File: src/rtl/srm_pkg.sv
package srm_pkg;

   localparam int CAPACITY        = 1024;
   localparam int IDX_BITS        = $clog2(CAPACITY);
   localparam int CNT_BITS        = IDX_BITS + 1;
   localparam int VALUE_BITS      = 32;
   localparam int LEVELS          = 11;
   localparam int LVL_BITS        = $clog2(LEVELS);
   localparam int STEP_BITS       = $clog2(LEVELS + 1);
   localparam int TABLE_DEPTH     = LEVELS * CAPACITY;
   localparam int TABLE_ADDR_BITS = LVL_BITS + IDX_BITS;
   localparam int REQ_BITS        = 2;
   localparam int QUEUE_DEPTH     = 4;
   localparam int QPTR_BITS       = $clog2(QUEUE_DEPTH);
   localparam int QCNT_BITS       = $clog2(QUEUE_DEPTH + 1);

   localparam logic signed [VALUE_BITS-1:0] VALUE_MAX = {1'b0, {(VALUE_BITS-1){1'b1}}};

   typedef enum logic [REQ_BITS-1:0] {
      REQ_CLEAR = 2'd0,
      REQ_LOAD  = 2'd1,
      REQ_QUERY = 2'd2
   } req_code_type;

   typedef enum logic [1:0] {
      CMD_LOAD,
      CMD_QUERY,
      CMD_EMPTY
   } cmd_op_type;

   typedef enum logic [1:0] {
      BACK_IDLE,
      BACK_LOAD,
      BACK_QUERY
   } back_state_type;

   typedef struct packed {
      logic [REQ_BITS-1:0]          req_type;
      logic signed [VALUE_BITS-1:0] value;
      logic [IDX_BITS-1:0]          left;
      logic [IDX_BITS-1:0]          right;
   } req_payload_type;

   typedef struct packed {
      logic signed [VALUE_BITS-1:0] min_value;
      logic [IDX_BITS-1:0]          min_index;
      logic                         empty_res;
   } rsp_payload_type;

   typedef struct packed {
      cmd_op_type                   op;
      logic signed [VALUE_BITS-1:0] value;
      logic [IDX_BITS-1:0]          pos;
      logic [IDX_BITS-1:0]          pos2;
      logic [LVL_BITS-1:0]          lvl;
   } cmd_entry_type;

endpackage

File: src/rtl/srm_queue.sv
module srm_queue (
   input  logic                   clock,
   input  logic                   reset,
   input  logic                   push,
   input  srm_pkg::cmd_entry_type push_data,
   output logic                   full,
   input  logic                   pop,
   output srm_pkg::cmd_entry_type pop_data,
   output logic                   empty
);
   import srm_pkg::*;

   cmd_entry_type        slots_ff [QUEUE_DEPTH];
   logic [QPTR_BITS-1:0] wr_ptr_ff;
   logic [QPTR_BITS-1:0] wr_ptr_in;
   logic [QPTR_BITS-1:0] rd_ptr_ff;
   logic [QPTR_BITS-1:0] rd_ptr_in;
   logic [QCNT_BITS-1:0] fill_ff;
   logic [QCNT_BITS-1:0] fill_in;

   assign full     = (fill_ff == QCNT_BITS'(QUEUE_DEPTH));
   assign empty    = (fill_ff == '0);
   assign pop_data = slots_ff[rd_ptr_ff];

   always_comb begin
      wr_ptr_in = push ? wr_ptr_ff + QPTR_BITS'(1) : wr_ptr_ff;
      rd_ptr_in = pop ? rd_ptr_ff + QPTR_BITS'(1) : rd_ptr_ff;
      fill_in   = fill_ff + QCNT_BITS'(push) - QCNT_BITS'(pop);
   end

   always_ff @(posedge clock) begin
      if (reset) begin
         wr_ptr_ff <= '0;
         rd_ptr_ff <= '0;
         fill_ff   <= '0;
      end else begin
         wr_ptr_ff <= wr_ptr_in;
         rd_ptr_ff <= rd_ptr_in;
         fill_ff   <= fill_in;
      end
   end

   always_ff @(posedge clock) begin
      if (push) begin
         slots_ff[wr_ptr_ff] <= push_data;
      end
   end

endmodule

File: config.mk
export PLATFORM = sky130hd
export DESIGN_NAME = srm_queue
export DESIGN_NICKNAME = d
export VERILOG_FILES = /design/src/rtl/srm_pkg.sv /design/src/rtl/srm_queue.sv
export SDC_FILE = /design/constraint.sdc
export NUM_CORES = 1
export LEC_CHECK = 0
export BUFFER_PORTS_ARGS = -buffer_cell sky130_fd_sc_hd__buf_4
export CAP_MARGIN = 20
export CORE_AREA = 2 2 128 130
export CTS_CLUSTER_DIAMETER = 120
export DETAILED_ROUTE_END_ITERATION = 10
export DIE_AREA = 0 0 130 132
export GPL_ROUTABILITY_DRIVEN = 0
export HOLD_SLACK_MARGIN = 0.03
export PLACE_DENSITY = 0.78
export SYNTH_ARGS = -nofsm -noshare
export SYNTH_HDL_FRONTEND = slang
export SYNTH_SLANG_ARGS = --single-unit
export TNS_END_PERCENT = 10
File: constraint.sdc
create_clock -name clock -period 3.3 [get_ports clock]
set_input_delay 0.165 -clock clock [delete_from_list [all_inputs] [get_ports clock]]
set_output_delay 0.165 -clock clock [all_outputs]
set_load 0.03 [all_outputs]
* Word level (Yosys, flattened, before mapping)
Memory sizes are Yosys's and may differ from the RTL's. A register that Yosys moved wholly into a read port is not among the register bits. Cells that the tools add are included.
Cells by class: $add $sub $neg 4, equality and inequality tests 1, multiplexer cells 4, reduce and logical (&&, ||, !) cells 1
Operators by type and width (number):
- 2-bit by 1-bit adder with 2-bit output (second input constant) | 2
- 2-bit 2-to-1 mux | 2
- 3-bit by 1-bit adder with 3-bit output | 1
- 3-bit == test (second input constant) | 1
- 3-bit logical NOT | 1
- 3-bit by 1-bit subtractor with 3-bit output | 1
- 1-bit 2-to-1 mux | 2
Word-level totals: flip-flop bits (word level) 7, bits in writable memories 232, bits of input ports 62, word-level logic and storage cells 14, memories 1
Memory list:
- slots_ff | depth 4, width 58, read ports 1, clocked after memory_dff 1, write ports 1, RTL line srm_queue.sv:13 | cmd_entry_type slots_ff [QUEUE_DEPTH];

* Longest topological paths before layout
depth after elaboration 3, mapped depth 7, mapped depth without buffers 7

* Worst setup path after synthesis
Ideal clock, no wire load.
kind reg2reg, start point register wr_ptr_ff[0], end point memory slots_ff[2][0] (netlist name) (enable), data arrival time 1.914 ns, data required time 2.878 ns, slack 0.965 ns, cell stages (with the launch flop) 4, clock period less this slack 2.335 ns, cells stage by stage dfxtp_1 > inv_1 > ha_1 > and2_1
RTL lines:
- start, declared | RTL line srm_queue.sv:14 | logic [QPTR_BITS-1:0] wr_ptr_ff;
- start signal, assigned | RTL line srm_queue.sv:37 | wr_ptr_ff <= wr_ptr_in;
- end, declared | RTL line srm_queue.sv:13
Straight into the memory's write port.

==> results.md <==
- Die area: between 0.015 and 0.02 mm²
- PwrDens: around 650 mW/mm²
- Placed Cells: roughly 670
- Worst VDD drop: approximately 0.48 mV
- Die H: 132 µm
- R2R Setup Slk: between 1.5 and 2 ns
- WHS: roughly 0.41 ns
- Nets@finish: approximately 600
- Hold Path Sink: slots_ff[3][10]
- Post-DRT Antenna Nets: 0
- Starting Density: 56.21%
- Vias: approximately 4200
- R2R cell count: 7
- CTS tree: built
- Synth cell count leaders: 232 x edfxtp_1, 58 x mux4_2, 9 x dfxtp_1
- Slew HR: about two fifths
- Hold_sp: push_data[10]
- Share of layout cells above drive strength 1: about two fifths
- Cell area after synthesis: just under 0.009 mm²
- Cell taking the most area after synthesis: edfxtp_1
- Max-cap check violation count: 0
- Area post-placement: 0.009946 mm²
- Part of the Yosys area used for sequential elements: just over 80%
- Post-synthesis cell count: 345
- Arr. time, crit path: ~2.3 ns
- # rows: between 40 and 50
- Ys async rst share: 0%
- CP bufs+invs: 2
- Final hold vios: 0
- Reg-to-reg endpoint: fill_ff[2]
- PnR worst setup slack: about 0.82 ns
- Cell variety after synth: 22
- I/O pin count: about 120
- Mean post-synth cell area: approximately 26 µm²
- Post-route DRC: 0
- Post-Layout Cell Count: between 700 and 800
- H-tree depth: 1
- First DRT Iteration DRCs: 246
- Detailed Route WL: approximately 15 mm
- Reg clk slew, reported paths: 0.06 ns
- Synth top area share: approximately 80%
- Detailed placement HPWL: around 8.7 mm
- Largest net degree at the start of global routing: 59
- Worst slew pin tran: 0.8939 ns
- Core area: 0.01571 mm²
- Final setup TNS: 0 ns
- PostCTS Resize Cnt: 0
- Leak: a little under 4 nW
- Outcome: complete, no violations
- Critical path class: reg2out
- Initial antenna violation count: 1
- Most frequent cell after synthesis: edfxtp_1
- Final Max Tran Viols: 0
- Crit path cell chain: buf_12 > mux4_2 > buf_4
- Final setup viols: 0
- Skew-Pair Late Insertion Delay: about 0.50 ns
- Final instance area: 0.01142 mm²
- Yosys warns: 0
- Achievable Freq: 402.4 MHz
- Avg WL per Cell: about 20 µm
- Chip Width: roughly 130 µm
- Post-synthesis net count: 414
- Via density: around 5.4
- Worst Hold Class: in2reg
- Worst Setup End Kind: primary output
- CP required: 3.13 ns
- Vias in the first global route: 4491
- Synthesis-stage register bit count: around 240
- Area Overhead vs Synth: 29.30%
- FF-to-FF Start: fill_ff[0]
- Total gr overflow: 0
- Post-Place Worst Slack: approximately 1.3 ns
- First-pass GRT wire length: between 20 and 25 mm
- GRT Total Usage: a little under a fifth
- CP delay by family, top: flip-flops
- Clock skew: ~0.011 ns
- Crit-path max cell delay: 0.69 ns
- CP max stage cell: dfxtp_4
- CTS Buf Count: 24
- Number of synthesized flops with an enable pin: about 230
- Final min period: around 2.5 ns
- Number of buffers added on ports: 121
- Ys flop type: edfxtp_1
- CTS Buffer Depth: 3
- Crit share post-route: roughly 75%
- CTS root buf: clkbuf_16
- Hold Crit Depth: 2
- Crit start category: flop
- Top post-synthesis cells by area: edfxtp_1 79%, mux4_2 15%, dfxtp_1 2.0%, ha_1 0.85%, buf_12 0.68%
- Critical Path Fanout Max: 33
- TritonRoute pass-1 iters: 4
- RSZ-0062 raised after global routing: false
- CTS Sinks: 241
## cell usage in the layout, fill, tap and decap left out
cell	count
clkinv_4	1
buf_12	2
xnor2_1	2
edfxtp_1	232
and2_4	4
nor2b_1	2
bufinv_16	5
inv_8	1
clkinvlp_4	1
and3_1	1
dfxtp_2	1
clkinv_1	3
inv_1	6
nor2_1	5
clkbuf_1	3
dfxtp_1	7
dlygate4sd3_1	62
xor3_1	1
nor3_1	1
mux4_2	58
clkinv_2	5
nand3b_1	1
fa_1	1
dfxtp_4	1
diode_2	1
ha_1	6
buf_4	121
mux2i_1	1
a21oi_1	1
clkbuf_16	25
a21bo_2	1
## worst register-to-register path, stage by stage, from the launching register on
cell	delay [ns]
dfxtp_1	0.34
inv_1	0.06
ha_1	0.27
inv_1	0.04
ha_1	0.18
fa_1	0.37
xor3_1	0.38
nor2_1	0.04
## power breakdown
group	internal [W]	switching (W)	total [W]
Combinational	0.000438	0.000511	0.000949
Sequential	0.00352	0.0000696	0.00359
Clock	0.00178	0.00108	0.00285
Total	0.00574	0.00166	0.00739
## state kept, by name, summed over array words and instances, names as in the netlist, named ones only
signal	cells
slots_ff	232
fill_ff	3
rd_ptr_ff	2
wr_ptr_ff	2
## per-stage QoR
step | util [%] | power, W
floorplan | - | 0.004211
detailed placement | 63.30 | 0.004550
global route | 72.68 | 0.007642
CTS | 72.66 | 0.007456
finish | 72.68 | 0.007392
global placement | 63.30 | 0.004524
## logic make-up after synthesis
group	share of synthesized area, %
adders and majority gates	1.077
xor gates and xnor gates	0.4675
buffers and inverters	1.615
AOI/OAI and AO/OA	0.1699
DFF	80.92
muxes	14.90
and+or+nand+nor	0.8500
## worst max path at each step
stage | slack, ns | end | start | cells after the start
after floorplan | 0.96 | slots_ff[2][0] | wr_ptr_ff[0] | 3
after global routing | 0.65 | pop_data[19] | flop | 3
final | 0.82 | pop_data[0] | flop | 3
after detailed placement | 1.26 | pop_data[22] | flop | 3
after CTS | 0.71 | pop_data[42] | flop | 3
after global placement | 1.25 | pop_data[22] | flop | 3
## routing by layer
| metal | vias up | wire [µm] | global-route usage [%] |
|---|---|---|---|
| met2 | 138 | 8038 | 31.27 |
| met1 | 2176 | 6342 | 25.10 |
| met5 | - | 0 | 0 |
| li1 | 1863 | - | - |
| met4 | 0 | 189 | 4.002 |
| met3 | 18 | 915 | 4.058 |
## final cells by class
| type | instances | area [µm²] |
|---|---|---|
| Fill cell | 899 | 4293 |
| Antenna cell | 1 | 2.502 |
| Tap cell | 216 | 270.3 |
| Multi-Input combinational cell | 85 | 1553 |
| Inverter | 6 | 22.52 |
| Clock inverter | 16 | 214.0 |
| Sequential cell | 241 | 7152 |
| Timing Repair Buffer | 185 | 1569 |
| Clock buffer | 28 | 636.9 |
## what timing repair did
item | in CTS | in global routing
setup buffers | 0 | 0
endpoints found under the hold margin | 241 | 0
hold buffers | 62 | 0
Note: power is estimated with default switching activity, not from simulation.
