`src/rtl/srm_pkg.sv`:
```
package srm_pkg;

   localparam int CAPACITY        = 1024;
   localparam int IDX_BITS        = $clog2(CAPACITY);
   localparam int CNT_BITS        = IDX_BITS + 1;
   localparam int VALUE_BITS      = 32;
   localparam int LEVELS          = 11;
   localparam int LVL_BITS        = $clog2(LEVELS);
   localparam int STEP_BITS       = $clog2(LEVELS + 1);
   localparam int TABLE_DEPTH     = LEVELS * CAPACITY;
   localparam int TABLE_ADDR_BITS = LVL_BITS + IDX_BITS;
   localparam int REQ_BITS        = 2;
   localparam int QUEUE_DEPTH     = 4;
   localparam int QPTR_BITS       = $clog2(QUEUE_DEPTH);
   localparam int QCNT_BITS       = $clog2(QUEUE_DEPTH + 1);

   localparam logic signed [VALUE_BITS-1:0] VALUE_MAX = {1'b0, {(VALUE_BITS-1){1'b1}}};

   typedef enum logic [REQ_BITS-1:0] {
      REQ_CLEAR = 2'd0,
      REQ_LOAD  = 2'd1,
      REQ_QUERY = 2'd2
   } req_code_type;

   typedef enum logic [1:0] {
      CMD_LOAD,
      CMD_QUERY,
      CMD_EMPTY
   } cmd_op_type;

   typedef enum logic [1:0] {
      BACK_IDLE,
      BACK_LOAD,
      BACK_QUERY
   } back_state_type;

   typedef struct packed {
      logic [REQ_BITS-1:0]          req_type;
      logic signed [VALUE_BITS-1:0] value;
      logic [IDX_BITS-1:0]          left;
      logic [IDX_BITS-1:0]          right;
   } req_payload_type;

   typedef struct packed {
      logic signed [VALUE_BITS-1:0] min_value;
      logic [IDX_BITS-1:0]          min_index;
      logic                         empty_res;
   } rsp_payload_type;

   typedef struct packed {
      cmd_op_type                   op;
      logic signed [VALUE_BITS-1:0] value;
      logic [IDX_BITS-1:0]          pos;
      logic [IDX_BITS-1:0]          pos2;
      logic [LVL_BITS-1:0]          lvl;
   } cmd_entry_type;

endpackage

```
`src/rtl/srm_front.sv`:
```
module srm_front (
   input  logic                    clock,
   input  logic                    reset,
   input  logic                    req_valid,
   output logic                    req_stall,
   input  srm_pkg::req_payload_type req_data,
   output logic                    push,
   output srm_pkg::cmd_entry_type  push_data,
   input  logic                    q_full
);
   import srm_pkg::*;

   logic [CNT_BITS-1:0] count_ff;
   logic [CNT_BITS-1:0] count_in;
   logic                accept;
   logic                empty_range;
   logic [CNT_BITS-1:0] left_ext;
   logic [CNT_BITS-1:0] right_ext;
   logic [CNT_BITS-1:0] right_clamp;
   logic [CNT_BITS-1:0] span_len;
   logic [CNT_BITS-1:0] load_len;
   logic [LVL_BITS-1:0] query_lvl;
   logic [LVL_BITS-1:0] load_lvl;
   logic [CNT_BITS-1:0] second_start;

   function automatic logic [LVL_BITS-1:0] level_of(input logic [CNT_BITS-1:0] x);
      logic [LVL_BITS-1:0] k;
      k = '0;
      for (int i = 1; i < LEVELS; i++) begin
         if (x >= (CNT_BITS'(1) << i)) begin
            k = LVL_BITS'(i);
         end
      end
      return k;
   endfunction

   assign accept    = req_valid && !q_full;
   assign req_stall = q_full;

   always_comb begin
      left_ext     = {1'b0, req_data.left};
      right_ext    = {1'b0, req_data.right};
      empty_range  = (req_data.left > req_data.right) || (left_ext >= count_ff);
      right_clamp  = (right_ext >= count_ff) ? count_ff - CNT_BITS'(1) : right_ext;
      span_len     = right_clamp - left_ext + CNT_BITS'(1);
      query_lvl    = level_of(span_len);
      second_start = right_clamp + CNT_BITS'(1) - (CNT_BITS'(1) << query_lvl);
      load_len     = count_ff + CNT_BITS'(1);
      load_lvl     = level_of(load_len);
   end

   always_comb begin
      count_in  = count_ff;
      push      = 1'b0;
      push_data = '{op: CMD_EMPTY, value: req_data.value, pos: req_data.left,
                    pos2: second_start[IDX_BITS-1:0], lvl: query_lvl};
      if (accept) begin
         unique case (req_code_type'(req_data.req_type))
            REQ_CLEAR: begin
               count_in = '0;
            end
            REQ_LOAD: begin
               if (count_ff < CNT_BITS'(CAPACITY)) begin
                  push          = 1'b1;
                  push_data.op  = CMD_LOAD;
                  push_data.pos = count_ff[IDX_BITS-1:0];
                  push_data.lvl = load_lvl;
                  count_in      = load_len;
               end
            end
            REQ_QUERY: begin
               push         = 1'b1;
               push_data.op = empty_range ? CMD_EMPTY : CMD_QUERY;
            end
            default: begin
            end
         endcase
      end
   end

   always_ff @(posedge clock) begin
      if (reset) begin
         count_ff <= '0;
      end else begin
         count_ff <= count_in;
      end
   end

endmodule

```
`config.mk`:
```
export PLATFORM = sky130hd
export DESIGN_NAME = srm_front
export DESIGN_NICKNAME = d
export VERILOG_FILES = /design/src/rtl/srm_pkg.sv /design/src/rtl/srm_front.sv
export SDC_FILE = /design/constraint.sdc
export NUM_CORES = 1
export LEC_CHECK = 0
export ABC_AREA = 1
export BUFFER_PORTS_ARGS = -buffer_cell sky130_fd_sc_hd__buf_4
export CAP_MARGIN = 20
export CORE_ASPECT_RATIO = 0.8
export CORE_MARGIN = 5
export CORE_UTILIZATION = 33
export CTS_CLUSTER_SIZE = 16
export DETAILED_ROUTE_END_ITERATION = 10
export MAX_ROUTING_LAYER = met4
export PLACE_DENSITY = 0.58
export SYNTH_ARGS = -nofsm -noshare
export SYNTH_HDL_FRONTEND = slang
export SYNTH_SLANG_ARGS = --single-unit
```
`constraint.sdc`:
```
create_clock -name clock -period 6.1 [get_ports clock]
set_input_delay 0.61 -clock clock [delete_from_list [all_inputs] [get_ports clock]]
set_output_delay 0.61 -clock clock [all_outputs]
set_load 0.01 [all_outputs]
```
== Word-level counts from Yosys, hierarchy flattened ==
Cells that the tools add are included.

* Bits in registers: 11
* Input port bits: 58
* Word-level logic and storage cells: 77

* Add/subtract/negate cells: 6
* $lt $le $gt $ge: 24
* Equal/unequal tests: 3
* Shift-type cells: 1
* Multiplexer cells: 36
* Reductions and logical operators: 6

{| class="wikitable"
|+ Operators by type and width
! cell !! count
|-
| 4-bit 2-to-1 mux || 21
|-
| 10-bit 2-to-1 mux || 3
|-
| 11-bit by 1-bit adder with 11-bit output, second input constant || 2
|-
| 10-bit by 11-bit >= comparator with 1-bit output || 2
|-
| 11-bit by 10-bit >= comparator with 1-bit output, second input constant || 2
|-
| 11-bit >= comparator, second input constant || 2
|-
| 11-bit by 2-bit >= comparator with 1-bit output, second input constant || 2
|-
| 11-bit by 3-bit >= comparator with 1-bit output, second input constant || 2
|-
| 11-bit by 4-bit >= comparator with 1-bit output, second input constant || 2
|-
| 11-bit by 5-bit >= comparator with 1-bit output, second input constant || 2
|-
| 11-bit by 6-bit >= comparator with 1-bit output, second input constant || 2
|-
| 11-bit by 7-bit >= comparator with 1-bit output, second input constant || 2
|-
| 11-bit by 8-bit >= comparator with 1-bit output, second input constant || 2
|-
| 11-bit by 9-bit >= comparator with 1-bit output, second input constant || 2
|-
| 11-bit 2-to-1 mux || 2
|-
| 11-bit case mux with 2 select lines || 1
|-
| 11-bit less-than comparator, second input constant || 1
|-
| 11-bit by 1-bit subtractor with 11-bit output, second input constant || 1
|-
| 11-bit by 10-bit subtractor with 11-bit output || 1
|-
| 10-bit by 1-bit adder with 10-bit output, second input constant || 1
|-
| 10-bit greater-than comparator || 1
|-
| 1-bit by 4-bit left shift with 10-bit output, first input constant || 1
|-
| 10-bit subtractor || 1
|-
| 2-bit 2-to-1 mux || 3
|-
| 12 further kinds || 15
|}

== Logic depth before layout (Yosys ltp) ==
* Depth after elaboration: 18
* Depth in mapped cells: 49

== Worst setup path before layout ==
OpenSTA, ideal clock, no wires.

* Kind: input -> output
* Start point: input req_data[6] in the netlist's numbering
* End point: output push_data[13] in the netlist's numbering
* Arrival: 5.913 ns
* Data required time: 5.490 ns
* Setup slack: -0.423 ns
* Stages on the path: 43
* Path buffers: 2
* Cells stage by stage: ha_1 > a21oi_1 > nand3_1 > nand2_1 > nand3_2 > buf_6 > inv_1 > clkbuf_1 > nand2_1 > o21ai_0 > ha_1 > ha_1 > nand2_1 > nand2_1 > nand3_1 > nand3_1 > a21oi_1 > nand3_2 > [... 7 more ...] > inv_2 > nand3_2 > nor2_2 > ha_1 > inv_1 > ha_1 > fa_1 > nand3_1 > nand2_1 > a21oi_1 > o21bai_1 > nand2_1 > nand2_1 > a21oi_1 > xor2_1 > xor2_1 > xor2_1 > inv_1

{| class="wikitable"
|+ RTL lines
! element !! line !! RTL
|-
| start, declared || srm_front.sv:6 || <nowiki>input srm_pkg::req_payload_type req_data,</nowiki>
|-
| end, declared || srm_front.sv:8 || <nowiki>output srm_pkg::cmd_entry_type push_data,</nowiki>
|}

==> results_dict.tcl <==
set metrics [dict create \
    run_status "complete, but fails checks" \
    violations "setup timing" \
    avgViaCountPerCell 4.75 \
    drtPass1Iterations 4 \
    synth_top_area_frac 0.248 \
    arrival_ns 5.95 \
    grt_pass1_vias 3949 \
    cp_max_fo 12 \
    cp_data_required_time_ns 5.49 \
    ir_worst_vdd_uv 97.1 \
    dp_hpwl_um 9480 \
    core_region_area_um2 10800 \
    dpl_worst_slack_ns -0.893 \
    root_buffer "clkbuf_16" \
    ys_types 43 \
    ys_seq_area_frac 0.0606 \
    ys.flop_type "dfxtp_1" \
    ios 118 \
    grt-ovfl-total 0 \
    fin_crit_ns 6.56 \
    die_width_um 127 \
    utilization 0.490 \
    crit_type "input pin to output port" \
    finalWorstSetupSlack_ns -0.465 \
    grt_max_degree 34 \
    drt_wl_total_um 11300 \
    regMostFlops "count_ff" \
    drive_above_1_share 0.432 \
    yosys_warnings 0 \
    p_per_area_nw_per_um2 209 \
    ys_seq_elements 11 \
    cts_inserted_buffers 3 \
    p_leak_uw 0.00262 \
    htree_levels 1 \
    worstMarginPinSlew_ns 1.15 \
    synthCells 546 \
    cpMostUsedCell "nand2_1" \
    antenna_found_initial 1 \
    dr_wl_met3_um 757 \
    drt-initial-drc-count 241 \
    track_usage 0.179 \
    cts_tree "yes" \
    drc 0 \
    clock_latency_ns 0.24 \
    grt_pass1_wl_um 19100 \
    gp_congestion 0.898 \
    syn_avg_cell_area_um2 6.65 \
    hold_viol_final 0 \
    die_h_um 104 \
    place.port_buffers 53 \
    fmax_mhz 152 \
    largest_reg_flops 11 \
    crit_slowest_cell "fa_2" \
    placedCellCount 799 \
    synth_area_um2 3630 \
    syn_to_final_growth_pct 45.7 \
    fin_cells 814 \
    wl_met1_um 5440 \
    max_stage_delay_ns 0.35 \
    hp-class "register to register" \
    drtAntennaViolNets 0 \
    cts.sinks 11 \
    fin_nets 802 \
    synthTopCellsByArea "ha_1 (25%), nand2_1 (12%), inv_1 (8.1%)" \
    max_slew_margin 0.228 \
    synth_top_cell_by_area "ha_1" \
    wl_per_cell_um 13.9 \
    rsz0062_at_grt "true" \
    post-route-period-util 1.08 \
    final-setup-viol-count 4 \
    synthArstFlopShare 0 \
    crit_path_start_kind "input pin" \
    start_util 0.336 \
    die_area_um2 13200 \
    clkTransAtPathRegs_ns 0.04 \
    worst_setup_path_end_kind "output port" \
    finalMaxSlewViolations 0 \
    clock_skew_ns 0.000950 \
    vias 3870 \
    clockBufferDepth 2 \
    reg.largest.list "count_ff (11)" \
    core.rowCount 34 \
    syn_nets 678 \
    met2WireLength_um 4980 \
    drv_cap 0 \
    synth-edff-count 0 \
    dr.max_layer_used "met4" \
]
synth_stat cells, types with 7 or more instances:
| master | count |
|---|---|
| a21oi_1 | 35 |
| buf_4 | 35 |
| dfxtp_1 | 11 |
| ha_1 | 72 |
| inv_1 | 78 |
| inv_2 | 7 |
| nand2_1 | 112 |
| nand2_2 | 7 |
| nand3_1 | 29 |
| nand4_1 | 12 |
| nor2_1 | 24 |
| o21ai_0 | 29 |
| xor2_1 | 25 |
routing by layer:
| layer | up-vias | GRT usage |
|---|---|---|
| li1 | 2010 | - |
| met4 | 0 | 0.0283 |
| met1 | 1741 | 0.245 |
| met3 | 22 | 0.0303 |
| met5 | - | - |
| met2 | 97 | 0.282 |
cells by family after synthesis:
| logic type | count (synthesis) | synth area share |
|---|---|---|
| compound gates | 82 | 0.123 |
| xor+xnor | 26 | 0.0648 |
| fa+ha+maj | 74 | 0.259 |
| buf+inv | 133 | 0.185 |
| flops | 11 | 0.0606 |
| simple gates | 220 | 0.307 |
cell type report:
class	instances	area [um2]
inverter	86	335
clock buffer	4	78.8
tap	144	180
multi-input combinational	403	3220
fill	1065	5510
timing repair buffer	165	1250
sequential	11	220
antenna	1	2.50
what timing repair did:
item	in CTS	in global routing
endpoints found under the setup margin	6	6
gates cloned	1	0
gates resized for setup	42	13
hold buffers	0	0
pin swaps	43	7
setup buffers	8	1
endpoints found under the hold margin	0	0
metrics by stage:
step / hold WS, ns / TNS [ns] / cell area [um2] / total power [uW]
6_report: 0.606 / -1.01 / 5290 / 1110
5_1_grt: 0.625 / -3.06 / 5290 / 1210
4_1_cts: 0.606 / -0.998 / 5220 / 1100
3_5_place_dp: 0.598 / -2.43 / 4850 / 887
3_3_place_gp: 0.596 / -1.82 / 4850 / 876
2_1_floorplan: 0.471 / -0.0957 / 3870 / 532
critical path, delay by kind of cell:
family	cells	cell delay [ns]
fa+ha+maj	6	1.66
simple gates	22	2.15
xor+xnor	3	0.50
buf+inv	7	0.61
compound gates	4	0.42
final timing paths:
| path | from | depth (start not counted) | slack (ns) | endpoint |
|---|---|---|---|---|
| max | req_data[5] | 42 | -0.46 | push_data[13] |
| min | count_ff[1]$_SDFFE_PP0P_ | 3 | 0.61 | count_ff[1]$_SDFFE_PP0P_ |
| max reg2reg | count_ff[10]$_SDFFE_PP0P_ | 8 | 3.72 | count_ff[0]$_SDFFE_PP0P_ |
| min reg2reg | count_ff[1]$_SDFFE_PP0P_ | 3 | 0.61 | count_ff[1]$_SDFFE_PP0P_ |
layout by cell type, fill, tap and decap left out, types with 20 or more instances in the layout:
| cell | netlist | layout |
|---|---|---|
| nand3_1 | 29 | 23 |
| inv_1 | 78 | 73 |
| nand2_1 | 112 | 98 |
| nor2_1 | 24 | 20 |
| ha_1 | 72 | 50 |
| ha_4 | 0 | 20 |
| a21oi_1 | 35 | 25 |
| buf_4 | 35 | 162 |
| xor2_1 | 25 | 23 |
where the power goes:
group | internal [uW] | total [uW] | switching [uW]
logic | 479 | 911 | 433
registers | 72.4 | 72.7 | 0.319
clock network | 88.0 | 123 | 34.8
total | 639 | 1110 | 468
Power figures use the tool's default switching activity.
